`src/design/fhfa_pkg.sv`:
```
// ----------------------------------------------------------------------------
// fhfa_pkg: shared types and constants of the free hole fit allocator
// Field widths, operation, status and policy codes, and the control group
// that the sequencer hands to the fit compare unit.
// ----------------------------------------------------------------------------
package fhfa_pkg;

   localparam int MAX_HOLES_DEF   = 64;
   localparam int OFFSET_BITS_DEF = 32;

   localparam int START_BITS    = 32;
   localparam int LEN_BITS      = 32;
   localparam int PLACE_BITS    = 32;
   localparam int HOLES_BITS    = 7;
   localparam int POLICY_BITS   = 2;
   localparam int CSR_ADDR_BITS = 3;
   localparam int CSR_DATA_BITS = 32;

   // Operation codes of an input item.
   localparam logic OP_ADD   = 1'b0;
   localparam logic OP_PLACE = 1'b1;

   // Fit policy codes; the unused code behaves as first fit.
   localparam logic [POLICY_BITS-1:0] POLICY_BEST  = 2'd0;
   localparam logic [POLICY_BITS-1:0] POLICY_WORST = 2'd1;
   localparam logic [POLICY_BITS-1:0] POLICY_FIRST = 2'd2;

   // Register index of the fit policy register.
   localparam logic REG_FIT_POLICY = 1'b0;

   typedef enum logic [1:0] {
      STATUS_PLACED = 2'd0,
      STATUS_NO_FIT = 2'd1,
      STATUS_ADDED  = 2'd2,
      STATUS_FULL   = 2'd3
   } status_type;

   typedef struct packed {
      logic clear;   // forget the current best candidate
      logic sample;  // a candidate hole is on the inputs this cycle
   } fit_ctrl_type;

endpackage

```
`src/design/free_hole_fit_allocator_core.sv`:
```
// ----------------------------------------------------------------------------
// free_hole_fit_allocator_core: free hole table with best, worst or first fit
// Keeps up to MAX_HOLES free holes in a RAM and places requests into them
// with one shared fit compare unit under a small sequencer.
// ----------------------------------------------------------------------------
// Usage:
// The req channel carries one operation per transfer: op 0 appends a freed
// hole (req_hole_start, req_length) at the end of the table, op 1 asks to
// place a request of req_length bytes. Every transfer yields exactly one
// transfer on the rsp channel with a status, the placement offset (zero
// unless placed) and the number of holes held afterwards.
// An accepted add goes through the done state to the output register. A
// placement scans the table one hole per cycle through the RAM read port
// into the fit compare unit. When the chosen hole empties it is removed and
// the later entries are copied down one per cycle through the same port.
// req_ready is high only while no operation is in progress. A result waits
// in the output register while the receiver stalls; the next operation is
// still accepted and runs, and only its final hand-off waits for the slot.
// Reset empties the table and selects best fit; the RAM itself is not
// cleared, since only entries below the hole count are ever read.
// The fit_policy register (0 best, 1 worst, 2 or 3 first fit) sits at
// address 0 of the csr port. The user must see that it is written only
// while the block is idle; the block itself does not enforce this.
// ----------------------------------------------------------------------------
module free_hole_fit_allocator_core #(
   parameter int MAX_HOLES   = fhfa_pkg::MAX_HOLES_DEF,
   parameter int OFFSET_BITS = fhfa_pkg::OFFSET_BITS_DEF
) (
   input  logic                                 clock,
   input  logic                                 reset,
   // Request channel
   input  logic                                 req_valid,
   output logic                                 req_ready,
   input  logic                                 req_op,
   input  logic [fhfa_pkg::START_BITS-1:0]      req_hole_start,
   input  logic [fhfa_pkg::LEN_BITS-1:0]        req_length,
   // Result channel
   output logic                                 rsp_valid,
   input  logic                                 rsp_ready,
   output fhfa_pkg::status_type                 rsp_status,
   output logic [fhfa_pkg::PLACE_BITS-1:0]      rsp_place_offset,
   output logic [fhfa_pkg::HOLES_BITS-1:0]      rsp_holes_in_use,
   // Configuration port
   input  logic                                 csr_psel,
   input  logic                                 csr_penable,
   input  logic                                 csr_pwrite,
   input  logic [fhfa_pkg::CSR_ADDR_BITS-1:0]   csr_paddr,
   input  logic [fhfa_pkg::CSR_DATA_BITS-1:0]   csr_pwdata,
   output logic [fhfa_pkg::CSR_DATA_BITS-1:0]   csr_prdata,
   output logic                                 csr_pready
);
   import fhfa_pkg::*;

   localparam int IDX_BITS  = $clog2(MAX_HOLES);
   localparam int CNT_BITS  = $clog2(MAX_HOLES + 1);
   localparam int WORD_BITS = OFFSET_BITS + LEN_BITS;

   typedef enum logic [2:0] {
      ST_IDLE,
      ST_SCAN,
      ST_PICK,
      ST_SHIFT,
      ST_DONE
   } state_type;

   state_type              state_ff, state_in;
   logic [CNT_BITS-1:0]    count_ff, count_in;
   logic [POLICY_BITS-1:0] policy_ff, policy_in;
   logic [LEN_BITS-1:0]    need_ff, need_in;
   logic [CNT_BITS-1:0]    issue_ff, issue_in;
   logic                   rd_valid_ff, rd_valid_in;
   logic [IDX_BITS-1:0]    rd_idx_ff, rd_idx_in;
   status_type             res_status_ff, res_status_in;
   logic [OFFSET_BITS-1:0] res_offset_ff, res_offset_in;
   logic                   rsp_valid_ff, rsp_valid_in;
   status_type             rsp_status_ff, rsp_status_in;
   logic [PLACE_BITS-1:0]  rsp_offset_ff, rsp_offset_in;
   logic [HOLES_BITS-1:0]  rsp_holes_ff, rsp_holes_in;

   // RAM ports
   logic                   wr_en;
   logic [IDX_BITS-1:0]    wr_addr;
   logic [WORD_BITS-1:0]   wr_data;
   logic                   rd_en;
   logic [IDX_BITS-1:0]    rd_addr;
   logic [WORD_BITS-1:0]   rd_data;

   // Fit unit
   fit_ctrl_type           fit_ctrl;
   logic                   fit_found;
   logic [IDX_BITS-1:0]    fit_best_idx;
   logic [LEN_BITS-1:0]    fit_best_size;
   logic [OFFSET_BITS-1:0] fit_best_off;

   logic                   req_xfer;
   logic                   csr_write;
   logic                   out_free;
   logic [LEN_BITS-1:0]    new_size;
   logic [OFFSET_BITS-1:0] new_off;

   fhfa_ram #(
      .WIDTH (WORD_BITS),
      .DEPTH (MAX_HOLES)
   ) u_table (
      .clock   (clock),
      .wr_en   (wr_en),
      .wr_addr (wr_addr),
      .wr_data (wr_data),
      .rd_en   (rd_en),
      .rd_addr (rd_addr),
      .rd_data (rd_data)
   );

   fhfa_fit_unit #(
      .MAX_HOLES   (MAX_HOLES),
      .OFFSET_BITS (OFFSET_BITS)
   ) u_fit (
      .clock     (clock),
      .reset     (reset),
      .ctrl      (fit_ctrl),
      .policy    (policy_ff),
      .need      (need_ff),
      .cand_idx  (rd_idx_ff),
      .cand_size (rd_data[LEN_BITS-1:0]),
      .cand_off  (rd_data[WORD_BITS-1:LEN_BITS]),
      .found     (fit_found),
      .best_idx  (fit_best_idx),
      .best_size (fit_best_size),
      .best_off  (fit_best_off)
   );

   assign req_ready = (state_ff == ST_IDLE);
   assign req_xfer  = req_valid && req_ready;
   assign csr_write = csr_psel && csr_penable && csr_pwrite && csr_pready;
   assign out_free  = !rsp_valid_ff || rsp_ready;

   // Update of the chosen hole: the offset wraps at the offset width.
   assign new_size = fit_best_size - need_ff;
   assign new_off  = fit_best_off + OFFSET_BITS'(need_ff);

   always_comb begin
      state_in      = state_ff;
      count_in      = count_ff;
      policy_in     = policy_ff;
      need_in       = need_ff;
      issue_in      = issue_ff;
      rd_valid_in   = 1'b0;
      rd_idx_in     = rd_idx_ff;
      res_status_in = res_status_ff;
      res_offset_in = res_offset_ff;
      rsp_valid_in  = rsp_valid_ff && !rsp_ready;
      rsp_status_in = rsp_status_ff;
      rsp_offset_in = rsp_offset_ff;
      rsp_holes_in  = rsp_holes_ff;

      wr_en    = 1'b0;
      wr_addr  = rd_idx_ff;
      wr_data  = rd_data;
      rd_en    = 1'b0;
      rd_addr  = issue_ff[IDX_BITS-1:0];
      fit_ctrl = '{clear: 1'b0, sample: 1'b0};

      if (csr_write && (csr_paddr[2] == REG_FIT_POLICY)) begin
         policy_in = csr_pwdata[POLICY_BITS-1:0];
      end

      case (state_ff)
         ST_IDLE: begin
            if (req_xfer) begin
               res_offset_in = '0;
               need_in       = req_length;
               if (req_op == OP_ADD) begin
                  if (count_ff >= CNT_BITS'(MAX_HOLES)) begin
                     res_status_in = STATUS_FULL;
                  end else begin
                     wr_en         = 1'b1;
                     wr_addr       = count_ff[IDX_BITS-1:0];
                     wr_data       = {OFFSET_BITS'(req_hole_start), req_length};
                     count_in      = count_ff + CNT_BITS'(1);
                     res_status_in = STATUS_ADDED;
                  end
                  state_in = ST_DONE;
               end else begin
                  issue_in       = '0;
                  fit_ctrl.clear = 1'b1;
                  state_in       = ST_SCAN;
               end
            end
         end
         ST_SCAN: begin
            // Read hole i while the fit unit judges hole i - 1.
            rd_en           = (issue_ff < count_ff);
            rd_valid_in     = rd_en;
            rd_idx_in       = issue_ff[IDX_BITS-1:0];
            fit_ctrl.sample = rd_valid_ff;
            if (rd_en) begin
               issue_in = issue_ff + CNT_BITS'(1);
            end else if (!rd_valid_ff) begin
               state_in = ST_PICK;
            end
         end
         ST_PICK: begin
            if (!fit_found) begin
               res_status_in = STATUS_NO_FIT;
               state_in      = ST_DONE;
            end else begin
               res_status_in = STATUS_PLACED;
               res_offset_in = fit_best_off;
               if (new_size != '0) begin
                  wr_en    = 1'b1;
                  wr_addr  = fit_best_idx;
                  wr_data  = {new_off, new_size};
                  state_in = ST_DONE;
               end else begin
                  // The hole is used up: copy the later entries down.
                  issue_in = CNT_BITS'(fit_best_idx) + CNT_BITS'(1);
                  state_in = ST_SHIFT;
               end
            end
         end
         ST_SHIFT: begin
            // Read entry j + 1 while the entry j read last cycle goes to j - 1.
            rd_en       = (issue_ff < count_ff);
            rd_valid_in = rd_en;
            rd_idx_in   = issue_ff[IDX_BITS-1:0];
            if (rd_valid_ff) begin
               wr_en   = 1'b1;
               wr_addr = rd_idx_ff - IDX_BITS'(1);
               wr_data = rd_data;
            end
            if (rd_en) begin
               issue_in = issue_ff + CNT_BITS'(1);
            end else if (!rd_valid_ff) begin
               count_in = count_ff - CNT_BITS'(1);
               state_in = ST_DONE;
            end
         end
         ST_DONE: begin
            if (out_free) begin
               rsp_valid_in  = 1'b1;
               rsp_status_in = res_status_ff;
               rsp_offset_in = PLACE_BITS'(res_offset_ff);
               rsp_holes_in  = HOLES_BITS'(count_ff);
               state_in      = ST_IDLE;
            end
         end
         default: begin
            state_in = ST_IDLE;
         end
      endcase
   end

   always_ff @(posedge clock) begin
      if (reset) begin
         state_ff     <= ST_IDLE;
         count_ff     <= '0;
         policy_ff    <= POLICY_BEST;
         rd_valid_ff  <= 1'b0;
         rsp_valid_ff <= 1'b0;
      end else begin
         state_ff     <= state_in;
         count_ff     <= count_in;
         policy_ff    <= policy_in;
         rd_valid_ff  <= rd_valid_in;
         rsp_valid_ff <= rsp_valid_in;
      end
      need_ff       <= need_in;
      issue_ff      <= issue_in;
      rd_idx_ff     <= rd_idx_in;
      res_status_ff <= res_status_in;
      res_offset_ff <= res_offset_in;
      rsp_status_ff <= rsp_status_in;
      rsp_offset_ff <= rsp_offset_in;
      rsp_holes_ff  <= rsp_holes_in;
   end

   assign rsp_valid        = rsp_valid_ff;
   assign rsp_status       = rsp_status_ff;
   assign rsp_place_offset = rsp_offset_ff;
   assign rsp_holes_in_use = rsp_holes_ff;

   assign csr_pready = 1'b1;
   assign csr_prdata = (csr_paddr[2] == REG_FIT_POLICY) ?
                       CSR_DATA_BITS'(policy_ff) : '0;

   // The table never holds more holes than it has room for.
   assert property (@(posedge clock) disable iff (reset)
      count_ff <= CNT_BITS'(MAX_HOLES))
      else $error("hole count exceeds table size");

   // An accepted operation keeps the request side closed in the next cycle.
   assert property (@(posedge clock) disable iff (reset)
      req_xfer |=> !req_ready)
      else $error("request accepted while an operation is in progress");

   // Only a placement reports a nonzero offset.
   assert property (@(posedge clock) disable iff (reset)
      (rsp_valid_ff && (rsp_status_ff != STATUS_PLACED)) |-> (rsp_offset_ff == '0))
      else $error("nonzero offset on a result that is not a placement");

   // The scan only reads the table.
   assert property (@(posedge clock) disable iff (reset)
      (state_ff == ST_SCAN) |-> !wr_en)
      else $error("table written during a scan");

endmodule

```
`src/design/fhfa_ram.sv`:
```
// ----------------------------------------------------------------------------
// fhfa_ram: generic simple dual-port RAM
// One write port and one read port, with registered read data.
// ----------------------------------------------------------------------------
module fhfa_ram #(
   parameter int WIDTH = 64,
   parameter int DEPTH = 64
) (
   input  logic                     clock,
   input  logic                     wr_en,
   input  logic [$clog2(DEPTH)-1:0] wr_addr,
   input  logic [WIDTH-1:0]         wr_data,
   input  logic                     rd_en,
   input  logic [$clog2(DEPTH)-1:0] rd_addr,
   output logic [WIDTH-1:0]         rd_data
);

   logic [WIDTH-1:0] mem_ff [DEPTH];
   logic [WIDTH-1:0] rd_data_ff;

   always_ff @(posedge clock) begin
      if (wr_en) begin
         mem_ff[wr_addr] <= wr_data;
      end
      if (rd_en) begin
         rd_data_ff <= mem_ff[rd_addr];
      end
   end

   assign rd_data = rd_data_ff;

endmodule

```
`src/design/fhfa_fit_unit.sv`:
```
// ----------------------------------------------------------------------------
// fhfa_fit_unit: shared fit compare unit
// Takes one candidate hole per cycle and keeps the best one seen so far
// under the selected fit policy. Ties keep the earlier (lower) index.
// ----------------------------------------------------------------------------
module fhfa_fit_unit #(
   parameter int MAX_HOLES   = fhfa_pkg::MAX_HOLES_DEF,
   parameter int OFFSET_BITS = fhfa_pkg::OFFSET_BITS_DEF
) (
   input  logic                                 clock,
   input  logic                                 reset,
   input  fhfa_pkg::fit_ctrl_type               ctrl,
   input  logic [fhfa_pkg::POLICY_BITS-1:0]     policy,
   input  logic [fhfa_pkg::LEN_BITS-1:0]        need,
   input  logic [$clog2(MAX_HOLES)-1:0]         cand_idx,
   input  logic [fhfa_pkg::LEN_BITS-1:0]        cand_size,
   input  logic [OFFSET_BITS-1:0]               cand_off,
   output logic                                 found,
   output logic [$clog2(MAX_HOLES)-1:0]         best_idx,
   output logic [fhfa_pkg::LEN_BITS-1:0]        best_size,
   output logic [OFFSET_BITS-1:0]               best_off
);
   import fhfa_pkg::*;

   localparam int IDX_BITS = $clog2(MAX_HOLES);

   logic                found_ff, found_in;
   logic [IDX_BITS-1:0] best_idx_ff, best_idx_in;
   logic [LEN_BITS-1:0] best_size_ff, best_size_in;
   logic [OFFSET_BITS-1:0] best_off_ff, best_off_in;
   logic                fits;
   logic                better;
   logic                take;

   always_comb begin
      fits = (cand_size >= need);
      case (policy)
         POLICY_BEST:  better = (cand_size < best_size_ff);
         POLICY_WORST: better = (cand_size > best_size_ff);
         default:      better = (cand_off < best_off_ff);
      endcase
      take = ctrl.sample && fits && (!found_ff || better);

      found_in     = found_ff;
      best_idx_in  = best_idx_ff;
      best_size_in = best_size_ff;
      best_off_in  = best_off_ff;
      if (ctrl.clear) begin
         found_in = 1'b0;
      end else if (take) begin
         found_in     = 1'b1;
         best_idx_in  = cand_idx;
         best_size_in = cand_size;
         best_off_in  = cand_off;
      end
   end

   always_ff @(posedge clock) begin
      if (reset) begin
         found_ff <= 1'b0;
      end else begin
         found_ff <= found_in;
      end
      best_idx_ff  <= best_idx_in;
      best_size_ff <= best_size_in;
      best_off_ff  <= best_off_in;
   end

   assign found     = found_ff;
   assign best_idx  = best_idx_ff;
   assign best_size = best_size_ff;
   assign best_off  = best_off_ff;

endmodule

```
`config.mk`:
```
export PLATFORM = sky130hd
export DESIGN_NAME = free_hole_fit_allocator_core
export DESIGN_NICKNAME = d
export VERILOG_FILES = /design/src/design/fhfa_pkg.sv /design/src/design/free_hole_fit_allocator_core.sv /design/src/design/fhfa_ram.sv /design/src/design/fhfa_fit_unit.sv
export SDC_FILE = /design/constraint.sdc
export NUM_CORES = 2
export LEC_CHECK = 0
export BUFFER_PORTS_ARGS = -buffer_cell sky130_fd_sc_hd__buf_2
export CORE_MARGIN = 3
export CORE_UTILIZATION = 60
export CTS_CLUSTER_SIZE = 16
export DETAILED_ROUTE_END_ITERATION = 16
export GPL_TIMING_DRIVEN = 1
export PLACE_DENSITY = 0.74
export SLEW_MARGIN = 40
export SYNTH_ARGS = -nofsm -noshare
export SYNTH_HDL_FRONTEND = slang
export SYNTH_SLANG_ARGS = --single-unit
export TNS_END_PERCENT = 100
```
`constraint.sdc`:
```
create_clock -name clock -period 10 [get_ports clock]
set_input_delay 1.5 -clock clock [delete_from_list [all_inputs] [get_ports clock]]
set_output_delay 1.5 -clock clock [all_outputs]
set_load 0.05 [all_outputs]
```
After elaboration in Yosys (flattened, before gate mapping). Memory sizes are Yosys's and may differ from the RTL's. A register that Yosys moved wholly into a read port is not among the register bits. Cells that the tools add are included.

Add/subtract/negate cells: 7. $lt $le $gt $ge: 6. Eq/ne operators: 17. Mux-type cells: 61. Bitwise gates (word level): 2. Reductions and logical operators: 28.

Operators with widths (number): $mux W64 (5); $pmux W64 S2 (1); $mux W7 (10); $lt A32 B32 Y1 (2); $mux W32 (2); $pmux W32 S2 (1); $mux W6 (6); $add A32 B32 Y32 (1); $ge A32 B32 Y1 (1); $gt A32 B32 Y1 (1); $reduce_bool A32 Y1 (1); $sub A32 B32 Y32 (1); $mux W3 (9); $pmux W7 S3 (1); $pmux W6 S3 (1); $reduce_and A6 Y1 (3); $mux W1 (17); $ne A2 B2 Y1 const B (8); $pmux W3 S5 (1); $add A7 B1 Y7 const B (2); $pmux W7 S2 (1); $ne A2 B1 Y1 const B (4); $add A6 B1 Y7 const B (1); $ge A7 B7 Y1 const B (1); 22 further kinds (40).

Bits in registers: 205. RAM bits: 4096. Input bits: 107. Output and inout port bits: 76. Memories kept: 1.

Memory list: u_table.mem_ff (words 64, bits a word 64, read ports 1, clocked after Yosys merged registers in 1, wr ports 1, line fhfa_ram.sv:18) `logic [WIDTH-1:0] mem_ff [DEPTH];`.

Logic depth before layout (Yosys ltp).
Depth in word-level cells: 7. Gate-level depth with buffers: 18. Gate-level depth less buffers: 15.

By module. From an unflattened synthesis, not the netlist that was laid out.

Cell total of the unflattened synthesis: 8233. Area total of the unflattened synthesis: 172237.7 sq um.

Modules (own cells, without submodules): fhfa_ram (instances 1, cells each 6598, area each 156988.1 sq um, sequential area each 124919.8 sq um); free_hole_fit_allocator_core (instances 1, cells each 1214, area each 10695.3 sq um, sequential area each 3883.7 sq um); fhfa_fit_unit (instances 1, cells each 421, area each 4554.4 sq um, sequential area each 2122.0 sq um).

Worst setup path after synthesis. OpenSTA, ideal clock, no wires.

Path kind: reg-to-reg. From: reg need_ff[0]. To: mem u_table.mem_ff[1][0] (enable). Arrival time: 6.903 ns. Data required time: 9.507 ns. Setup slack: 2.604 ns. Stages on the path, launching flop included: 15. Path buffers: 0. Clock period less this slack: 7.396 ns. Cells stage by stage: edfxtp_1 -> ha_1 -> fa_1 -> nand2b_1 -> a21oi_1 -> o211ai_1 -> a21oi_1 -> xnor2_1 -> nand2b_1 -> or4b_4 -> or4_4 -> o21ai_4 -> mux2i_1 -> nand3_1 -> nor2b_1.

Longest elaborated chain between the ends: 7. Elaborated cells on any way between the ends: 10. Those cells by class: add/sub: 1; mux: 8; reduce/logical: 1.

Ends and longest elaborated chain: start: declaration (line free_hole_fit_allocator_core.sv:69) `logic [LEN_BITS-1:0] need_ff, need_in;`; start signal: assignment (line free_hole_fit_allocator_core.sv:267) `need_ff <= need_in;`; $sub A32 B32 Y32 * (line free_hole_fit_allocator_core.sv:138) `assign new_size = fit_best_size - need_ff;`; $reduce_bool A32 Y1 * (line free_hole_fit_allocator_core.sv:209) `if (new_size != '0) begin`; $mux W1 (line free_hole_fit_allocator_core.sv:209); $mux W1 (line free_hole_fit_allocator_core.sv:203) `if (!fit_found) begin`; $pmux W1 S3 (line free_hole_fit_allocator_core.sv:167) `case (state_ff)`; $mux W1 (line fhfa_ram.sv:22) `if (wr_en) begin`; $mux W1 (implied by the code) (line fhfa_ram.sv:23) `mem_ff[wr_addr] <= wr_data;`; end: declaration (line fhfa_ram.sv:18).

Every way passes the cells marked *; elsewhere a longest branch is shown, timed or not.

Worst setup path after layout.
From: reg need_ff[10]. To: mem u_table.mem_ff[27][11] (enable).

The elaborated chain is that of the path after synthesis.

==> out/metrics.yaml <==
synth_top_area_cell: "edfxtp_1"
portBuffers: 119
die_y_um: 542
r2r_end: "u_table.mem_ff[27][11]"
synth_area_leaders: "edfxtp_1, mux4_2, ha_1, clkbuf_1, a21oi_1"
worstPathRequired_ps: 10560
postCtsSetupBuffers: 0
die_area_um2: 294000
regArea_um2: 131000
seqPwrFrac_pct: 47.2
synth-seq-cells: 4365
leakage_nw: 61.3
ys_types: 90
worst_slew_pin_slew_ps: 960
cp_cell_sequence: "inv_1 -> ha_1 -> nand2_1 -> nor4_1 -> o2111ai_1 -> nand3_1 -> a211o_1 -> nand3_1 -> nor3_1 -> nand2b_1 -> o21ai_4 -> mux2i_1 -> nand3_1 -> nor2_4 -> buf_4"
tns_ps: 0
cts_num_sinks: 4365
yosys-top-cells-count: "edfxtp_1, mux4_2, clkbuf_1, nor2_1, ha_1"
hold_ws_ps: 419
syn2layout_area_growth_pct: 12.4
grt_use_total_pct: 33.3
root_buffer: "clkbuf_16"
gr-total-overflow: 0
cts_max_level: 5
hp-class: "flop to flop"
grt_start_max_net_pins: 113
cp_num_buf_inv: 2
startpoint: "need_ff[10]"
vias: 86500
arrival_ps: 8480
p_clk_share_pct: 34.9
hold_depth: 0
clk_path_buf_depth: 4
p_int_w: 0.0337
path_depth: 15
die_w_um: 542
crit_end: "u_table.mem_ff[27][11]"
path_delay_family: "simple AND/OR/NAND/NOR gates"
path_class: "flop to flop"
synthAdderAreaFrac_pct: 1.27
finalSetupViolations: 0
avgViaCountPerCell: 7.10
synth-xor-area-share_pct: 0.350
drtPass1Iterations: 6
ir_drop_uv: 220
p_comb_share_pct: 18.0
end_kind: "flop"
final_util_pct: 67.9
synth-edff-count: 4350
synthCells: 7604
status: "completed"
synth-seq-area-share_pct: 75.8
synth_top_family_by_area: "multiplexers"
dp_hpwl_um: 266000
antenna_found_initial: 18
gp_congestion: 0.976
synthesis.area_um2: 173000
cts_tree: "built"
rows: 196
synth.most_common_cell: "edfxtp_1"
ios: 183
clk_latency_ps: 980
muxShareOfSynthArea_pct: 17.7
drive_above_1_share_pct: 29.9
ys_warn_count: 0
drc: 0
maxCapViolCount: 0
r2r_start: "need_ff[10]"
rsz0062_at_grt: "no"
synth.avg_cell_area_um2: 22.7
start_util_pct: 60.4
yosysTopAreaCellShare_pct: 75.7
r2r_cells: 15
p_sw_share_pct: 26.3
crit_fanout: 26
period_share_pct: 79.2
routed_wl_um: 485000
power_density_nw_per_um2: 236
regToRegSetupSlack_ps: 2080
clock_skew_ps: 63.2
first_iter_violations: 12400
multi_input_area_um2: 40700
async_flop_share_pct: 0
slowest_stage: "nor2_4"
power.switching_w: 0.0120
hold_viol: 0
finalNetCount: 8329
max_stage_delay_ps: 880
startpoint_type: "flop"
fin_crit_ps: 7920
relSlewSlack_pct: 36.0
crit_top_cell: "nand3_1"
antenna_left: 0
coreArea_um2: 286000
fmax_mhz: 126
cts_buffers: 422
cts_resized: 0
synth-simple-area-share_pct: 1.62
synth_compound_area_share_pct: 2.05
grt_pass1_wl_um: 678000
first_global_vias: 87500
dominantRegCellSynth: "edfxtp_1"
nFillCells: 16800
clk_pin_slew_ps: 60
timing.final.max_slew_violations: 0
avgRoutedWirePerCell_um: 39.8
cts_hold_buf: 0
==> registers in the layout (all words and copies together) (netlist names), 3 cells and up <==
register          count
rd_idx_ff             6
count_ff              7
u_fit.best_size      32
rsp_holes_in_use      7
need_ff              32
rsp_place_offset     32
state_ff              3
u_fit.best_off       32
u_table.rd_data      64
u_fit.best_idx        6
u_table.mem_ff     4096
issue_ff              7
res_offset_ff        32
==> metal layers <==
metal / track usage [%] / up-vias / routed length [µm]
li1: - / 33300 / -
met1: 43.8 / 46000 / 168000
met2: 53.4 / 5954 / 239000
met3: 5.44 / 1178 / 44700
met4: 19.4 / 8 / 33900
met5: 0 / - / 55
==> through the flow <==
stage	instance area [µm²]	power, W	setup slack, ps	std cells
floorplan	173000	0.0271	2600	7633
global placement	179000	0.0297	2020	11400
detailed placement	180000	0.0300	2100	11400
CTS	194000	0.0458	2020	12200
global route	194000	0.0468	1930	12200
finish	194000	0.0457	2080	12200
==> worst min path at each step <==
stage / start / end
finish: res_offset_ff[11] / rsp_place_offset[11]
global placement: res_offset_ff[3] / rsp_place_offset[3]
floorplan: res_offset_ff[0] / rsp_place_offset[0]
CTS: res_offset_ff[3] / rsp_place_offset[3]
global route: res_offset_ff[22] / rsp_place_offset[22]
detailed placement: res_offset_ff[3] / rsp_place_offset[3]
==> layout by cell type (no fill, tap or decap), drive strengths merged, types with 22 or more instances in the layout <==
| cell type | count |
|---|---|
| edfxtp | 4350 |
| mux4 | 1344 |
| clkbuf | 516 |
| buf | 387 |
| nor2 | 210 |
| clkinv | 186 |
| ha | 171 |
| a21oi | 167 |
| inv | 144 |
| nand2 | 118 |
| o21ai | 86 |
| a21o | 61 |
| bufinv | 45 |
| o22ai | 44 |
| xnor2 | 42 |
| nor2b | 38 |
| nand3 | 33 |
| conb | 31 |
| nand2b | 29 |
| and2 | 28 |
| xor2 | 27 |
| nand4 | 25 |
| and3 | 22 |
==> power groups by stage <==
stage                     logic (W)  clock network [W]  registers [W]
after floorplan             0.00512                  0         0.0220
after global placement      0.00781                  0         0.0219
after detailed placement    0.00804                  0         0.0219
after CTS                   0.00817             0.0161         0.0216
after global routing        0.00857             0.0167         0.0216
final                       0.00821             0.0159         0.0216
==> cell families after synthesis <==
kind of cell	count (synthesis)
xor gates and xnor gates	69
muxes	1365
adders and majority gates	174
AOI/OAI and AO/OA	530
and+or+nand+nor	575
DFF	4365
buffers and inverters	524
other	2
==> cell type report <==
cell class,count,area share (%)
Inverter,128,0.248
Sequential cell,4365,67.5
Multi-Input combinational cell,2744,21.0
Antenna cell,12,0.0155
Tap cell,3762,2.43
Clock inverter,261,1.37
Clock buffer,516,5.69
Timing Repair Buffer,387,1.81
Power figures use the tool's default switching activity.
